==> src/rtl/core/assert_macros.svh <==
// assertion macros shared by the tile renderer rtl
// no dependencies; included by the modules that carry checks
`ifndef ASSERT_MACROS_SVH
`define ASSERT_MACROS_SVH
`ifndef SYNTHESIS
`define TMPR_ASSERT_IMP(lbl, ck, rst_n, ante, cons) \
	lbl: assert property (@(posedge ck) disable iff (!rst_n) (ante) |-> (cons)) \
		else $error("tmpr check failed");
`define TMPR_ASSERT_NXT(lbl, ck, rst_n, ante, cons) \
	lbl: assert property (@(posedge ck) disable iff (!rst_n) (ante) |=> (cons)) \
		else $error("tmpr check failed");
`else
`define TMPR_ASSERT_IMP(lbl, ck, rst_n, ante, cons)
`define TMPR_ASSERT_NXT(lbl, ck, rst_n, ante, cons)
`endif
`endif

==> src/rtl/core/tmpr_pkg.sv <==
// shared types, sizes and codes of the 2bpp tile renderer
// no dependencies; imported by every module of the block
`timescale 1ns / 1ps
package tmpr_pkg;

	localparam int MAP_ENTRIES   = 512;
	localparam int PATTERN_TILES = 128;
	localparam int PATTERN_BYTES = PATTERN_TILES * 16;
	localparam int MAP_AW        = $clog2(MAP_ENTRIES);
	localparam int TILE_W        = $clog2(PATTERN_TILES);
	localparam int PLANE_AW      = TILE_W + 3;
	localparam int PLANE_DEPTH   = PATTERN_TILES * 8;
	localparam int CMP_W         = 14;

	localparam int CMD_DEPTH = 4;
	localparam int CMD_PW    = $clog2(CMD_DEPTH);
	localparam int CMD_CW    = $clog2(CMD_DEPTH + 1);
	localparam int RES_DEPTH = 4;
	localparam int RES_PW    = $clog2(RES_DEPTH);
	localparam int RES_CW    = $clog2(RES_DEPTH + 1);

	localparam logic [14:0] PAL0_RST      = 15'h7F95;
	localparam logic [14:0] PAL1_RST      = 15'h322C;
	localparam logic [14:0] PAL2_RST      = 15'h0120;
	localparam logic [14:0] PAL3_RST      = 15'h0080;
	localparam logic [5:0]  MAP_WIDTH_RST = 6'd20;
	localparam logic [7:0]  TILE_BIAS_RST = 8'h35;

	typedef enum logic [1:0] {
		OP_MAP_WR = 2'd0,
		OP_PAT_WR = 2'd1,
		OP_PIX_RD = 2'd2
	} opcode_t;

	typedef enum logic [2:0] {
		CFG_PAL0      = 3'd0,
		CFG_PAL1      = 3'd1,
		CFG_PAL2      = 3'd2,
		CFG_PAL3      = 3'd3,
		CFG_MAP_WIDTH = 3'd4,
		CFG_TILE_BIAS = 3'd5
	} cfg_index_t;

	typedef enum logic [1:0] {
		K_MAP_WR = 2'd0,
		K_PAT_WR = 2'd1,
		K_READ   = 2'd2
	} cmd_kind_t;

	typedef struct packed {
		logic [1:0]  opcode;
		logic [10:0] write_address;
		logic [7:0]  write_data;
		logic [7:0]  pixel_x;
		logic [7:0]  pixel_y;
	} pixel_in_t;

	typedef struct packed {
		logic [14:0] color_rgb;
		logic [1:0]  color_index;
		logic        bad_tile;
	} pixel_out_t;

	typedef struct packed {
		cmd_kind_t   kind;
		logic [10:0] addr;
		logic [7:0]  data;
		logic [2:0]  row;
		logic [2:0]  col;
		logic        oob;
	} cmd_t;

	typedef struct packed {
		logic [3:0][14:0] palette;
		logic [7:0]       tile_bias;
	} cfg_t;

endpackage

==> src/rtl/core/tmpr_front.sv <==
// front end: takes input transactions, classifies them, queues commands
// depends on tmpr_pkg and assert_macros.svh
`timescale 1ns / 1ps
`include "assert_macros.svh"
module tmpr_front (
	input  logic                clk,
	input  logic                arst_n,
	input  logic                push,
	output logic                full,
	input  tmpr_pkg::pixel_in_t item,
	input  logic [5:0]          map_width,
	input  logic                deq,
	output logic                head_valid,
	output tmpr_pkg::cmd_t      head
);
	import tmpr_pkg::*;

	cmd_t              cmd;
	logic              keep;
	logic              enq;
	logic [10:0]       map_prod;
	logic [10:0]       map_addr;
	cmd_t              mem_q [CMD_DEPTH];
	logic [CMD_PW-1:0] wr_ptr_q;
	logic [CMD_PW-1:0] rd_ptr_q;
	logic [CMD_CW-1:0] cnt_q;

	// tile address: row of tiles times map width plus tile column
	assign map_prod = 11'(item.pixel_y[7:3]) * 11'(map_width);
	assign map_addr = map_prod + 11'(item.pixel_x[7:3]);

	always_comb begin
		cmd      = '0;
		cmd.kind = K_MAP_WR;
		cmd.addr = item.write_address;
		cmd.data = item.write_data;
		cmd.row  = item.pixel_y[2:0];
		cmd.col  = item.pixel_x[2:0];
		cmd.oob  = 1'b0;
		keep     = 1'b0;
		case (item.opcode)
			OP_MAP_WR: begin
				cmd.kind = K_MAP_WR;
				keep     = CMP_W'(item.write_address) < CMP_W'(MAP_ENTRIES);
			end
			OP_PAT_WR: begin
				cmd.kind = K_PAT_WR;
				keep     = CMP_W'(item.write_address) < CMP_W'(PATTERN_BYTES);
			end
			OP_PIX_RD: begin
				cmd.kind = K_READ;
				cmd.addr = map_addr;
				cmd.oob  = CMP_W'(map_addr) >= CMP_W'(MAP_ENTRIES);
				keep     = 1'b1;
			end
			default: begin
				keep = 1'b0;
			end
		endcase
	end

	assign full       = cnt_q == CMD_CW'(CMD_DEPTH);
	assign enq        = push && !full && keep;
	assign head_valid = cnt_q != '0;
	assign head       = mem_q[rd_ptr_q];

	always_ff @(posedge clk or negedge arst_n) begin
		if (!arst_n) begin
			wr_ptr_q <= '0;
			rd_ptr_q <= '0;
			cnt_q    <= '0;
		end else begin
			if (enq) begin
				wr_ptr_q <= (wr_ptr_q == CMD_PW'(CMD_DEPTH - 1)) ? '0 : wr_ptr_q + 1'b1;
			end
			if (deq) begin
				rd_ptr_q <= (rd_ptr_q == CMD_PW'(CMD_DEPTH - 1)) ? '0 : rd_ptr_q + 1'b1;
			end
			if (enq && !deq) begin
				cnt_q <= cnt_q + 1'b1;
			end else if (deq && !enq) begin
				cnt_q <= cnt_q - 1'b1;
			end
		end
	end

	always_ff @(posedge clk) begin
		if (enq) begin
			mem_q[wr_ptr_q] <= cmd;
		end
	end

	`TMPR_ASSERT_IMP(a_cnt_bound, clk, arst_n, 1'b1, cnt_q <= CMD_CW'(CMD_DEPTH))
	`TMPR_ASSERT_NXT(a_cnt_up, clk, arst_n, enq && !deq, cnt_q == $past(cnt_q) + 1'b1)

endmodule

==> config.mk <==
export PLATFORM = sky130hd
export DESIGN_NAME = tmpr_front
export DESIGN_NICKNAME = d
export VERILOG_FILES = /design/src/rtl/core/tmpr_pkg.sv /design/src/rtl/core/tmpr_front.sv
export VERILOG_INCLUDE_DIRS = /design/src /design/src/rtl/core
export SDC_FILE = /design/constraint.sdc
export NUM_CORES = 1
export LEC_CHECK = 0
export BUFFER_PORTS_ARGS = -buffer_cell sky130_fd_sc_hd__buf_2
export CAP_MARGIN = 5
export CELL_PAD_IN_SITES_DETAIL_PLACEMENT = 0
export CELL_PAD_IN_SITES_GLOBAL_PLACEMENT = 1
export CORE_AREA = 3 3 113 115
export DETAILED_ROUTE_END_ITERATION = 6
export DIE_AREA = 0 0 116 118
export GPL_ROUTABILITY_DRIVEN = 1
export HOLD_SLACK_MARGIN = 0.08
export PLACE_DENSITY_LB_ADDON = 0.1
export SLEW_MARGIN = 20
export SYNTH_ARGS = -nofsm -noshare
export SYNTH_HDL_FRONTEND = slang
export SYNTH_SLANG_ARGS = --single-unit
==> constraint.sdc <==
create_clock -name clk -period 2.2 [get_ports clk]
set_input_delay 0.22 -clock clk [delete_from_list [all_inputs] [get_ports clk]]
set_output_delay 0.22 -clock clk [all_outputs]
set_load 0.01 [all_outputs]
==> metrics.md <==
| Metric | Value |
|---|---|
| Outcome | complete, but fails checks |
| Setup violators final | 36 |
| Area growth from synthesis to final layout | 34.5% |
| Violated checks | negative setup slack |
| Share of the synthesized area in the top cell type | between 50% and 60% |
| Effective utilization at floorplan | about 48% |
| Count of port buffers added during placement | 76 |
| Average vias per placed instance | between 5 and 6 |
| Number of clock buffers inserted by TritonCTS | 17 |
| Worst setup margin | -0.753 ns |
| Clock period minus worst slack | just under 3 ns |
| Area of the multi-input gates | 0.00231 mm^2 |
| Number of instances in the placed design | approximately 570 |
| Share of async-settable or async-resettable flops after synthesis | 5.88% |
| Worst setup EP type | flip-flop |
| Met2 Track Usage GR | between 20% and 30% |
| Layout filler cell count | 866 |
| Nets in the synthesized netlist | roughly 420 |
| Biggest area consumer among synthesized cells | edfxtp_1 |
| Data required time of the critical path | 2.34 ns |
| Max-cap violation count | 0 |
| Number of standard cells in the layout, taps in and fillers out | roughly 620 |
| Clk buf depth | 2 |
| Die Y | ~120 um |
| Final weighted congestion in routability-driven placement | 0.747 |
| Max-slew violation count | 0 |
| Category of the most critical setup path | in -> reg |
| Number of failing hold endpoints at the final stage | 0 |
| Die Outline Area | ~0.014 mm^2 |
| Synth warn | 0 |
| Count of unresolved DRC violations after routing | 0 |
| Largest clock skew in the final design | roughly 0.0073 ns |
| Sequential share of the synthesized area | 61.9% |
| Sink count of the clock tree | roughly 120 |
| Kind of start point of the critical path | input port |
| Width of the die | 116 um |
| Number of synthesized flops with an enable pin | 112 |
| Overall overflow remaining after global route | 0 |
| Net count reported at finish | between 500 and 600 |
| Top Ports | between 70 and 80 |
| Lkg Pwr | 3.03 nW |
| Post-route clock period utilization | 134% |
| Rel. slew slack | 78.7% |
| Power Dens Cells | 1120 mW/mm^2 |
| Clock tree root buffer cell | clkbuf_16 |
| Worst hold-check slack | between 0.1 and 0.15 ns |
| Global Route Usage Sum | 16.6% |
| Sequential Area | 0.00354 mm^2 |
| Global-route wire length before repair | roughly 17000 um |
| Worst endpoint data arrival time | ~3 ns |
| Worst slack at placement | -1.31 ns |
| Fmax | 339 MHz |
| Critical Path Fanout Max | 5 |
| Number of antenna violations at the first check in global routing | 0 |
| Combined area of all synthesized cells | 0.00572 mm^2 |
| Most used standard cells in the synthesized netlist | edfxtp_1 (112), ha_1 (30), inv_1 (30) |
| H-tree depth | 4 |
| Number of synthesized register bits | approximately 120 |
| TritonCTS clock tree | built |
| Area contributors post-synth | edfxtp_1 (59%), mux4_2 (11%), ha_1 (6.6%) |
| Detailed-route via count | 3161 |
| Leading cell type by number of instances after synthesis | edfxtp_1 |
| Clock latency on the worst-skew pair | about 0.4 ns |
| DR WL/cell | about 17 um |
| Std-Cell Core Area | between 0.01 and 0.015 mm^2 |
| Worst min-delay path category | in -> reg |
| Met1 GRT Util | ~22% |
| Sum of net half-perimeters after detailed placement | roughly 7200 um |
| Number of antenna diodes | 0 |
| Worst-case vdd ir drop | just under 0.0006 V |
| Met3 Use GR | under 10% |
| DRT iter0 DRCs | approximately 170 |
| Pin count of the biggest net entering global routing | 29 |
| Share of final-layout standard cells stronger than drive strength 1 | about 47% |
| Flip-flop cell with the highest count after synthesis | edfxtp_1 |
| Layer carrying the most global-route usage | met2 |
| First-pass iteration count of the detailed router | 4 |
| Vias in the first global route | roughly 3400 |
| Number of library cell types mapped by synthesis | 33 |
| Setup repair after global routing missed its margin | true |
| Final wirelength | 10600 um |
| Syn Inst Count | around 330 |
| Std-Cell Rows | 40 |
| Final ANT Viol Nets | 0 |
| Clock-pin slew on the worst setup and hold paths | 0.05 ns |
| Avg Inst Size Synth | 17.5 um^2 |
| Measured slew at the worst slew-check pin | ~0.32 ns |
[routing by layer]
layer	wire length [um]	vias to the layer above
met1	4590	1586
li1	-	1505
met4	82	0
met2	5420	62
met3	501	8
met5	0	-
[metrics by stage]
step           setup TNS [ns]  power, mW  utilization, %  cell area [um^2]
2_1_floorplan          -27.37       4.76               -              5860
3_3_place_gp           -40.35       5.73            56.2              6690
3_5_place_dp           -41.26       5.77            56.2              6690
4_1_cts                -20.07       8.66            63.9              7610
5_1_grt                -23.68       9.05            64.6              7690
6_report               -20.43       8.59            64.6              7690
[sequential cells by signal, summed over array words and instances, names as in the netlist]
signal,count
cnt_q,3
wr_ptr_q,2
mem_q,112
rd_ptr_q,2
[placed cells by master (no fill, tap or decap), types with 7 or more instances in the layout]
| cell type | instances |
|---|---|
| fa_1 | 16 |
| and2_1 | 14 |
| buf_12 | 11 |
| dlygate4sd3_1 | 15 |
| clkbuf_16 | 17 |
| buf_2 | 67 |
| buf_4 | 25 |
| inv_1 | 26 |
| ha_4 | 8 |
| edfxtp_1 | 112 |
| mux2_4 | 7 |
| mux4_2 | 28 |
| nand2_1 | 14 |
| ha_1 | 22 |
[where the power goes]
group	switching, mW	total (mW)	internal [mW]
Combinational	1.40	2.96	1.56
Sequential	0.135	2.92	2.79
Clock	0.931	2.70	1.77
Total	2.47	8.59	6.12
[logic make-up (layout without fill, tap and decap cells)]
logic type | Yosys count | in the layout | synth area share (%)
AOI/OAI and AO/OA | 19 | 19 | 2.45
xor gates and xnor gates | 9 | 9 | 1.38
adders and majority gates | 48 | 48 | 12.9
buffers and inverters | 37 | 185 | 2.56
DFF | 119 | 119 | 61.9
muxes | 42 | 42 | 13.9
and+or+nand+nor | 53 | 53 | 4.99
[path summary, 6_finish.rpt]
kind,startpoint,endpoint,slack (ns),depth (start not counted)
max,item[5],mem_q[2][24]$_DFFE_PP_,-0.75,14
min in group asynchronous,arst_n,cnt_q[1]$_DFFE_PN0P_,0.20,2
max reg2reg,cnt_q[2]$_DFFE_PN0P_,cnt_q[2]$_DFFE_PN0P_,0.15,9
max in group asynchronous,arst_n,rd_ptr_q[0]$_DFFE_PN0P_,1.82,2
min reg2reg,cnt_q[2]$_DFFE_PN0P_,cnt_q[2]$_DFFE_PN0P_,0.48,1
min,deq,rd_ptr_q[1]$_DFFE_PN0P_,0.12,2
[area by class of cell]
cell class / count / area share (%)
multi-input combinational: 171 / 30.1
tap: 147 / 2.39
sequential: 119 / 46.0
inverter: 30 / 1.46
timing repair buffer: 123 / 12.4
clock inverter: 13 / 2.03
clock buffer: 19 / 5.63
[what timing repair did]
action                                 in CTS  in global routing
setup endpoints to repair                  36                 36
pin swaps                                  25                 17
endpoints found under the hold margin      63                  0
resized for setup                          38                 15
hold buffers                               15                  0
setup buffers                               0                  3
[worst max-delay path, stage by stage]
cell	delay (ns)
buf_12	0.10
nand2_4	0.04
fa_1	0.54
inv_2	0.04
fa_1	0.47
inv_1	0.04
fa_1	0.49
inv_2	0.05
ha_4	0.28
nand2_4	0.06
nor3_4	0.18
mux2i_1	0.21
nand2_1	0.09
mux2_4	0.28
Note: power is estimated with default switching activity, not from simulation.
