## src/rtl/core/assert_macros.svh

```systemverilog
// assertion macros shared by the tile renderer rtl
// no dependencies; included by the modules that carry checks
`ifndef ASSERT_MACROS_SVH
`define ASSERT_MACROS_SVH
`ifndef SYNTHESIS
`define TMPR_ASSERT_IMP(lbl, ck, rst_n, ante, cons) \
	lbl: assert property (@(posedge ck) disable iff (!rst_n) (ante) |-> (cons)) \
		else $error("tmpr check failed");
`define TMPR_ASSERT_NXT(lbl, ck, rst_n, ante, cons) \
	lbl: assert property (@(posedge ck) disable iff (!rst_n) (ante) |=> (cons)) \
		else $error("tmpr check failed");
`else
`define TMPR_ASSERT_IMP(lbl, ck, rst_n, ante, cons)
`define TMPR_ASSERT_NXT(lbl, ck, rst_n, ante, cons)
`endif
`endif

```

## src/rtl/core/tmpr_pkg.sv

```systemverilog
// shared types, sizes and codes of the 2bpp tile renderer
// no dependencies; imported by every module of the block
`timescale 1ns / 1ps
package tmpr_pkg;

	localparam int MAP_ENTRIES   = 512;
	localparam int PATTERN_TILES = 128;
	localparam int PATTERN_BYTES = PATTERN_TILES * 16;
	localparam int MAP_AW        = $clog2(MAP_ENTRIES);
	localparam int TILE_W        = $clog2(PATTERN_TILES);
	localparam int PLANE_AW      = TILE_W + 3;
	localparam int PLANE_DEPTH   = PATTERN_TILES * 8;
	localparam int CMP_W         = 14;

	localparam int CMD_DEPTH = 4;
	localparam int CMD_PW    = $clog2(CMD_DEPTH);
	localparam int CMD_CW    = $clog2(CMD_DEPTH + 1);
	localparam int RES_DEPTH = 4;
	localparam int RES_PW    = $clog2(RES_DEPTH);
	localparam int RES_CW    = $clog2(RES_DEPTH + 1);

	localparam logic [14:0] PAL0_RST      = 15'h7F95;
	localparam logic [14:0] PAL1_RST      = 15'h322C;
	localparam logic [14:0] PAL2_RST      = 15'h0120;
	localparam logic [14:0] PAL3_RST      = 15'h0080;
	localparam logic [5:0]  MAP_WIDTH_RST = 6'd20;
	localparam logic [7:0]  TILE_BIAS_RST = 8'h35;

	typedef enum logic [1:0] {
		OP_MAP_WR = 2'd0,
		OP_PAT_WR = 2'd1,
		OP_PIX_RD = 2'd2
	} opcode_t;

	typedef enum logic [2:0] {
		CFG_PAL0      = 3'd0,
		CFG_PAL1      = 3'd1,
		CFG_PAL2      = 3'd2,
		CFG_PAL3      = 3'd3,
		CFG_MAP_WIDTH = 3'd4,
		CFG_TILE_BIAS = 3'd5
	} cfg_index_t;

	typedef enum logic [1:0] {
		K_MAP_WR = 2'd0,
		K_PAT_WR = 2'd1,
		K_READ   = 2'd2
	} cmd_kind_t;

	typedef struct packed {
		logic [1:0]  opcode;
		logic [10:0] write_address;
		logic [7:0]  write_data;
		logic [7:0]  pixel_x;
		logic [7:0]  pixel_y;
	} pixel_in_t;

	typedef struct packed {
		logic [14:0] color_rgb;
		logic [1:0]  color_index;
		logic        bad_tile;
	} pixel_out_t;

	typedef struct packed {
		cmd_kind_t   kind;
		logic [10:0] addr;
		logic [7:0]  data;
		logic [2:0]  row;
		logic [2:0]  col;
		logic        oob;
	} cmd_t;

	typedef struct packed {
		logic [3:0][14:0] palette;
		logic [7:0]       tile_bias;
	} cfg_t;

endpackage

```

## src/rtl/core/tmpr_res_queue.sv

```systemverilog
// result queue between the render pipeline and the output ports
// depends on tmpr_pkg
`timescale 1ns / 1ps
module tmpr_res_queue (
	input  logic                 clk,
	input  logic                 arst_n,
	input  logic                 wr,
	input  tmpr_pkg::pixel_out_t wdata,
	output logic                 full,
	input  logic                 pop,
	output logic                 empty,
	output tmpr_pkg::pixel_out_t rdata
);
	import tmpr_pkg::*;

	pixel_out_t        mem_q [RES_DEPTH];
	logic [RES_PW-1:0] wr_ptr_q;
	logic [RES_PW-1:0] rd_ptr_q;
	logic [RES_CW-1:0] cnt_q;
	logic              rd;

	assign full  = cnt_q == RES_CW'(RES_DEPTH);
	assign empty = cnt_q == '0;
	assign rd    = pop && !empty;
	assign rdata = mem_q[rd_ptr_q];

	always_ff @(posedge clk or negedge arst_n) begin
		if (!arst_n) begin
			wr_ptr_q <= '0;
			rd_ptr_q <= '0;
			cnt_q    <= '0;
		end else begin
			if (wr) begin
				wr_ptr_q <= (wr_ptr_q == RES_PW'(RES_DEPTH - 1)) ? '0 : wr_ptr_q + 1'b1;
			end
			if (rd) begin
				rd_ptr_q <= (rd_ptr_q == RES_PW'(RES_DEPTH - 1)) ? '0 : rd_ptr_q + 1'b1;
			end
			if (wr && !rd) begin
				cnt_q <= cnt_q + 1'b1;
			end else if (rd && !wr) begin
				cnt_q <= cnt_q - 1'b1;
			end
		end
	end

	always_ff @(posedge clk) begin
		if (wr) begin
			mem_q[wr_ptr_q] <= wdata;
		end
	end

endmodule

```

## config.mk

```make
export PLATFORM = sky130hd
export DESIGN_NAME = tmpr_res_queue
export DESIGN_NICKNAME = d
export VERILOG_FILES = /design/src/rtl/core/assert_macros.svh /design/src/rtl/core/tmpr_pkg.sv /design/src/rtl/core/tmpr_res_queue.sv
export SDC_FILE = /design/constraint.sdc
export NUM_CORES = 1
export LEC_CHECK = 0
export BUFFER_PORTS_ARGS = -buffer_cell sky130_fd_sc_hd__buf_2
export CAP_MARGIN = 20
export CORE_MARGIN = 3
export CORE_UTILIZATION = 41
export CTS_CLUSTER_SIZE = 40
export DETAILED_ROUTE_END_ITERATION = 8
export PLACE_DENSITY = 0.58
export SETUP_SLACK_MARGIN = 0.4
export SLEW_MARGIN = 15
export SYNTH_ARGS = -nofsm -noshare
export SYNTH_HDL_FRONTEND = slang
export SYNTH_SLANG_ARGS = --single-unit
```

## constraint.sdc

```tcl
create_clock -name clk -period 2.2 [get_ports clk]
set_clock_uncertainty 0.1 [all_clocks]
set_input_delay 0.11 -clock clk [delete_from_list [all_inputs] [get_ports clk]]
set_output_delay 0.11 -clock clk [all_outputs]
set_load 0.02 [all_outputs]
```

==> results.py, run 1 <==
metrics = {
    "global_routing": {
        "antenna_found_initial": 0,
        "globalRouteTotalUtil_pct": 13.5,
        "grt_pass1_vias": 1646,
        "grt_start_max_net_pins": 19,
        "grt_remaining_overflow": 0,
        "grt_first_pass_wirelength_um": 8330,
    },
    "die": {
        "chip_height_um": 92.0,
        "fp.dieW_um": 92.0,
        "ports_placed_on_the_boundary": 42,
        "floorplan.core_area_um2": 6980,
        "core.rowCount": 30,
        "initial_utilization_pct": 43.4,
        "floorplan.die_area_um2": 8460,
    },
    "timing": {
        "final_hold_viol_count": 0,
        "report.final.setup_viol": 0,
        "fin_hold_ws_ps": 26.2,
        "rsz0062_at_grt": "yes",
        "timing.final.max_slew_violations": 0,
        "worst-slew-pin-transition_ps": 298,
        "tns_ps": 0,
        "period_share_pct": 84.2,
        "period_minus_slack_ps": 1850,
        "fmax_ghz": 0.540,
        "relSlewSlack_pct": 80.1,
    },
    "drt": {
        "detail_route.iter0.violations": 65,
        "vias": 1530,
        "detailedRoute.firstPassIterationCount": 4,
        "avgRoutedWirePerCell_um": 16.8,
        "vias_per_inst": 4.78,
        "final_antenna_net_count": 0,
        "wirelength_um": 5380,
        "drcViolationCount": 0,
    },
    "worst_setup_path": {
        "critPathLaunchType": "register",
        "critical_path_arrival_ps": 1640,
        "critical_path_class": "register to output port",
        "critical_path.endpoint_type": "output port",
        "crit_path_max_fanout": 4,
        "worst_path_cell_trace": "buf_6 > clkbuf_16 > mux4_2 > buf_6",
        "max_stage_delay_ps": 500,
        "critical_path.most_common_cell": "sky130_fd_sc_hd__buf_6",
        "critical-path-slowest-cell": "sky130_fd_sc_hd__mux4_2",
        "worst-endpoint-required_ps": 1990,
    },
    "logic_synthesis": {
        "post_synth_main_area_contributors": "sky130_fd_sc_hd__edfxtp_1 71%, sky130_fd_sc_hd__mux4_2 13%, sky130_fd_sc_hd__dfrtp_1 5.8%",
        "syn_nets": 160,
        "count_of_different_cell_masters_after_synthesis": 21,
        "synth_cells": 131,
        "synth.cell_area_um2": 3030,
        "ys_seq_elements": 79,
        "post_synthesis_sequential_area_ratio_pct": 77.1,
        "syn_area_per_cell_um2": 23.2,
        "post-synth-top-area-cell": "sky130_fd_sc_hd__edfxtp_1",
        "synth_top_cell_area_share_pct": 71.3,
        "synth_warnings": 0,
    },
    "power": {
        "power.internal_w": 0.00368,
        "power_switching_share_pct": 31.1,
        "power_frac_clock_pct": 20.4,
        "power_per_cell_area_nw_per_um2": 1310,
        "power.share.combinational_pct": 41.2,
        "netSwitchingPower_w": 0.00166,
        "worst_ir_drop_vdd_mv": 0.545,
        "sequentialPowerShare_pct": 38.5,
        "total_leakage_power_nw": 1.49,
    },
    "clock_tree": {
        "clock_tree_buf_depth": 2,
        "cts_made_buffers": 9,
        "cts_root_buffer": "sky130_fd_sc_hd__clkbuf_8",
        "tritoncts_clock_tree": "built",
        "clock-sinks": 79,
        "cts-htree-levels": 3,
        "worst_skew_pair.late_latency_ps": 340,
        "clk_pin_slew_ps": 80,
    },
    "final_layout": {
        "most-common-layout-cells": "72 x sky130_fd_sc_hd__edfxtp_1, 23 x sky130_fd_sc_hd__buf_2, 20 x sky130_fd_sc_hd__dlygate4sd3_1",
        "drive_above_1_share_pct": 46.9,
        "finalInstanceArea_um2": 4070,
        "layout.cells.most_common": "sky130_fd_sc_hd__edfxtp_1",
        "final_net_count": 248,
        "antenna_cells_inserted": 0,
        "area_growth_pct": 34.2,
    },
    "job": {
        "maxCapViolations": 0,
    },
    "placed_design": {
        "postPlaceCellArea_um2": 3390,
        "buffer_ports.inserted": 41,
        "hpwl_um": 3070,
        "place_congestion": 0.643,
    },
    "worst_hold_path": {
        "tightest_hold_check_type": "primary input to async pin",
    },
    "run_status": {
        "outcome": "complete, no violations",
    },
}
[final timing paths]
kind	startpoint	end	slack, ps	cells after the start
worst max-delay path	rd_ptr_q[0]	rdata[10]	350	4
worst min-delay path	arst_n	wr_ptr_q[0]	30	2
worst max register to register	cnt_q[1]	cnt_q[2]	350	7
worst min register to register	rd_ptr_q[1]	rd_ptr_q[1]	470	1
max in group asynchronous	arst_n	cnt_q[2]	1800	2
min in group clk	pop	rd_ptr_q[0]	80	4
[cells by family after synthesis]
logic type / count (synthesis) / share of synthesized area (%)
simple gates: 11 / 1.90
fa+ha+maj: 7 / 3.14
buf+inv: 7 / 1.53
flops: 79 / 77.1
xor+xnor: 3 / 0.866
compound gates: 4 / 1.28
mux: 20 / 14.2
[power by group through the flow]
| stage | logic (W) | registers, W | clock network, W |
|---|---|---|---|
| after floorplan | 0.00114 | 0.00208 | 0 |
| after global placement | 0.00154 | 0.00209 | 0 |
| after detailed placement | 0.00158 | 0.00212 | 0 |
| after CTS | 0.00199 | 0.00207 | 0.00112 |
| after global routing | 0.00236 | 0.00208 | 0.00117 |
| final | 0.00220 | 0.00206 | 0.00109 |
[Yosys cell counts]
cell and count:
sky130_fd_sc_hd__mux2_2 1, sky130_fd_sc_hd__mux4_2 18, sky130_fd_sc_hd__o31ai_4 1, sky130_fd_sc_hd__dfrtp_1 7, sky130_fd_sc_hd__buf_6 2, sky130_fd_sc_hd__and2_1 4
sky130_fd_sc_hd__nor3_1 2, sky130_fd_sc_hd__ha_1 6, sky130_fd_sc_hd__o21ai_0 2, sky130_fd_sc_hd__mux2_4 1, sky130_fd_sc_hd__edfxtp_1 72, sky130_fd_sc_hd__a21o_1 1
sky130_fd_sc_hd__fa_1 1, sky130_fd_sc_hd__buf_2 1, sky130_fd_sc_hd__nor2_1 2, sky130_fd_sc_hd__nor3b_1 1, sky130_fd_sc_hd__inv_1 3, sky130_fd_sc_hd__buf_4 1
sky130_fd_sc_hd__xnor2_1 1, sky130_fd_sc_hd__nand2_1 2, sky130_fd_sc_hd__xor2_1 2
[critical path: cells and delay by family, from the launching register on]
| family | cells | cell delay (ps) |
|---|---|---|
| buf+inv | 3 | 420 |
| flops | 1 | 380 |
| mux | 1 | 500 |
[sequential cells by signal, indices dropped and copies added, names as in the netlist]
name,flops
cnt_q,3
mem_q,72
rd_ptr_q,2
wr_ptr_q,2
[area by class of cell]
class                           instances  area, µm²
Tap cell                               96        120
Timing Repair Buffer                   81        742
Sequential cell                        79       2340
Clock buffer                            9        124
Inverter                                3       11.3
Fill cell                             526       2910
Multi-Input combinational cell         45        654
Clock inverter                          7       77.6
[timing repair]
| action | CTS | global route |
|---|---|---|
| pin swaps | 2 | 3 |
| endpoints found under the setup margin | 20 | 20 |
| hold buffers | 20 | 0 |
| setup buffers | 7 | 4 |
| resized for setup | 22 | 20 |
| cloned | 2 | 1 |
| endpoints found under the hold margin | 81 | 0 |
[per-stage QoR]
step	util (%)	power, W	worst slack [ps]	cells
finish	58.3	0.00535	348	320
global route	58.3	0.00561	288	320
CTS	56.7	0.00518	293	315
floorplan	-	0.00322	310	131
global placement	48.5	0.00363	259	270
detailed placement	48.5	0.00369	178	270
[routing by layer]
layer	global-route usage, %	wire length [µm]	up-vias
li1	-	-	716
met3	3.53	158	4
met2	23.1	2920	28
met5	0	0	-
met4	5.94	27	0
met1	16.0	2280	782
Note: power is estimated with default switching activity, not from simulation.
==> run 2, diff against run 1 <==
--- a/config.mk
+++ b/config.mk
@@ -5,13 +5,14 @@
 export SDC_FILE = /design/constraint.sdc
 export NUM_CORES = 1
 export LEC_CHECK = 0
+export ABC_AREA = 1
 export BUFFER_PORTS_ARGS = -buffer_cell sky130_fd_sc_hd__buf_2
 export CAP_MARGIN = 20
 export CORE_MARGIN = 3
 export CORE_UTILIZATION = 41
 export CTS_CLUSTER_SIZE = 40
 export DETAILED_ROUTE_END_ITERATION = 8
-export PLACE_DENSITY = 0.58
+export PLACE_DENSITY = 0.6
 export SETUP_SLACK_MARGIN = 0.4
 export SLEW_MARGIN = 15
 export SYNTH_ARGS = -nofsm -noshare
==> constraint.sdc (replaced) <==
create_clock -name clk -period 1.5 [get_ports clk]
set_clock_uncertainty 0.1 [all_clocks]
set_input_delay 0.075 -clock clk [delete_from_list [all_inputs] [get_ports clk]]
set_output_delay 0.075 -clock clk [all_outputs]
set_load 0.02 [all_outputs]
==> results.py, run 2 <==
metrics = {
    "run_status": {
        "outcome": "finished, violations left",
        "failed_checks": "hold timing, setup timing",
    },
    "die": {
        "floorplan.core_area_um2": 7810,
        "chip_height_um": 96.2,
        "floorplan.die_area_um2": 9240,
        "initial_utilization_pct": 42.7,
        "fp.dieW_um": 96.2,
        "core.rowCount": 32,
        "ports_placed_on_the_boundary": 42,
    },
    "logic_synthesis": {
        "ys_async_sr_fraction_pct": 8.86,
        "post-synth-top-area-cell": "sky130_fd_sc_hd__edfxtp_1",
        "synth_edf_count": 72,
        "post-synth-top-count-cell": "sky130_fd_sc_hd__nand2_1",
        "synth_top_cell_area_share_pct": 64.9,
        "ys_seq_elements": 79,
        "synth_cells": 265,
        "count_of_different_cell_masters_after_synthesis": 18,
        "ys_top_cells_by_count": "73 x sky130_fd_sc_hd__nand2_1, 72 x sky130_fd_sc_hd__edfxtp_1, 47 x sky130_fd_sc_hd__inv_1",
        "ys.flop_type": "sky130_fd_sc_hd__edfxtp_1",
        "post_synth_main_area_contributors": "sky130_fd_sc_hd__edfxtp_1 65%, sky130_fd_sc_hd__nand2_1 8.2%, sky130_fd_sc_hd__o211ai_1 7.4%",
        "post_synthesis_sequential_area_ratio_pct": 70.1,
        "synth_warnings": 0,
        "synth.cell_area_um2": 3330,
        "syn_nets": 294,
        "syn_area_per_cell_um2": 12.6,
    },
    "timing": {
        "timing.final.max_slew_violations": 0,
        "fin_hold_ws_ps": -8.71,
        "period_minus_slack_ps": 1680,
        "relSlewSlack_pct": 78.8,
        "worst_slack_ps": -181,
        "report.final.setup_viol": 43,
        "rsz0062_at_grt": "yes",
        "fmax_ghz": 0.595,
        "tns_ps": -3410,
        "period_share_pct": 112,
        "final_hold_viol_count": 7,
        "worst-slew-pin-transition_ps": 318,
    },
    "final_layout": {
        "largest-register": "mem_q",
        "antenna_cells_inserted": 0,
        "finalInstanceArea_um2": 4790,
        "filler_cell_count": 598,
        "area_occupied_by_multi_input_gates_um2": 891,
        "final_net_count": 395,
        "layout.cells.most_common": "sky130_fd_sc_hd__edfxtp_1",
        "most-common-layout-cells": "72 x sky130_fd_sc_hd__edfxtp_1, 49 x sky130_fd_sc_hd__nand2_1, 38 x sky130_fd_sc_hd__inv_1",
        "regArea_um2": 2340,
        "final_core_utilization_pct": 61.4,
        "largest_registers": "mem_q x72, cnt_q x3",
        "area_growth_pct": 43.8,
        "largest_register_ff_count": 72,
        "drive_above_1_share_pct": 39.3,
    },
    "drt": {
        "detail_route.iter0.violations": 60,
        "detailedRoute.firstPassIterationCount": 4,
        "avgRoutedWirePerCell_um": 15.4,
        "wirelength_um": 7250,
        "drcViolationCount": 0,
        "vias": 2243,
        "vias_per_inst": 4.76,
        "final_antenna_net_count": 0,
    },
    "power": {
        "total_leakage_power_nw": 1.94,
        "power_per_cell_area_nw_per_um2": 1890,
        "worst_ir_drop_vdd_mv": 0.915,
    },
    "placed_design": {
        "place_congestion": 0.690,
        "buffer_ports.inserted": 41,
        "hpwl_um": 3820,
        "postPlaceCellArea_um2": 3910,
        "placement.setup.worst_slack_ps": -157,
    },
    "worst_hold_path": {
        "tightest_hold_check_type": "primary input to async pin",
    },
    "clock_tree": {
        "cts_made_buffers": 9,
        "worst_skew_pair.late_latency_ps": 340,
        "clk_pin_slew_ps": 70,
        "cts_root_buffer": "sky130_fd_sc_hd__clkbuf_8",
        "clock-sinks": 79,
        "tritoncts_clock_tree": "built",
        "clock_tree_buf_depth": 2,
        "cts-htree-levels": 3,
    },
    "job": {
        "maxCapViolations": 0,
    },
    "global_routing": {
        "grt_pass1_vias": 2134,
        "grt_start_max_net_pins": 76,
        "antenna_found_initial": 0,
        "grt_remaining_overflow": 0,
        "grt_first_pass_wirelength_um": 10300,
        "globalRouteTotalUtil_pct": 15.3,
    },
    "worst_setup_path": {
        "critical_path.endpoint_type": "output port",
        "critical_path_arrival_ps": 1510,
        "critPathLaunchType": "register",
        "critical_path_class": "register to output port",
        "worst-endpoint-required_ps": 1320,
        "crit_path_max_fanout": 19,
    },
}
-- run 2: repair_timing --
action,in CTS,in global routing
hold buffers,21,0
endpoints found under the hold margin,81,0
setup buffers,9,4
resized for setup,30,29
pin swaps,5,9
cloned,4,4
endpoints found under the setup margin,98,106
-- run 2: final cells by class --
type | instances | share of cell area [%]
clock buffer | 10 | 2.66
clock inverter | 4 | 1.02
inverter | 48 | 4.18
multi-input combinational | 127 | 18.6
sequential | 79 | 48.9
tap | 102 | 2.66
timing repair buffer | 101 | 22.0
-- run 2: worst paths after layout --
| kind | from | endpoint | slack (ps) | cells after the start |
|---|---|---|---|---|
| setup / recovery | rd_ptr_q[0] | rdata[14] | -180 | 5 |
| hold / removal | arst_n | rd_ptr_q[0] | -9 | 2 |
| setup reg to reg | cnt_q[0] | cnt_q[2] | -150 | 10 |
| hold reg to reg | cnt_q[2] | cnt_q[2] | 500 | 3 |
| max in group asynchronous | arst_n | wr_ptr_q[1] | 1130 | 2 |
| min in group clk | wr | wr_ptr_q[1] | 20 | 3 |
-- run 2: kinds of logic (layout without fill, tap and decap cells) --
group | Yosys count | count (layout) | synth area share (%)
adder cells (fa/ha/maj) | 7 | 7 | 2.85
buffers and inverters | 59 | 163 | 8.52
flip-flops | 79 | 79 | 70.1
AO/OA/AOI/OAI | 38 | 38 | 8.86
AND/OR/NAND/NOR | 81 | 81 | 9.35
XOR/XNOR | 1 | 1 | 0.263
-- run 2: critical path: stages (launching register included) --
cell and delay (ps):
sky130_fd_sc_hd__dfrtp_2 510, sky130_fd_sc_hd__clkbuf_16 240, sky130_fd_sc_hd__nand2_1 80, sky130_fd_sc_hd__o211ai_1 120, sky130_fd_sc_hd__nand2_2 60, sky130_fd_sc_hd__buf_2 160
-- run 2: where the power goes --
| group | internal (W) | total, W | switching (W) |
|---|---|---|---|
| logic | 0.00212 | 0.00452 | 0.00239 |
| registers | 0.00286 | 0.00306 | 0.000210 |
| clock network | 0.000745 | 0.00146 | 0.000720 |
| total | 0.00572 | 0.00905 | 0.00332 |
-- run 2: per-layer routing --
layer | global-route usage [%] | up-vias | wire length, µm
met5 | 0 | - | 0
met4 | 5.57 | 0 | 131
met3 | 4.69 | 12 | 349
met2 | 25.9 | 56 | 3710
met1 | 18.3 | 1070 | 3060
li1 | - | 1105 | -
-- run 2: metrics by stage --
step                      total power, W  std cells
final                            0.00905        471
after global routing             0.00957        471
after CTS                        0.00839        464
after detailed placement         0.00636        416
after global placement           0.00629        416
after floorplan                  0.00537        265
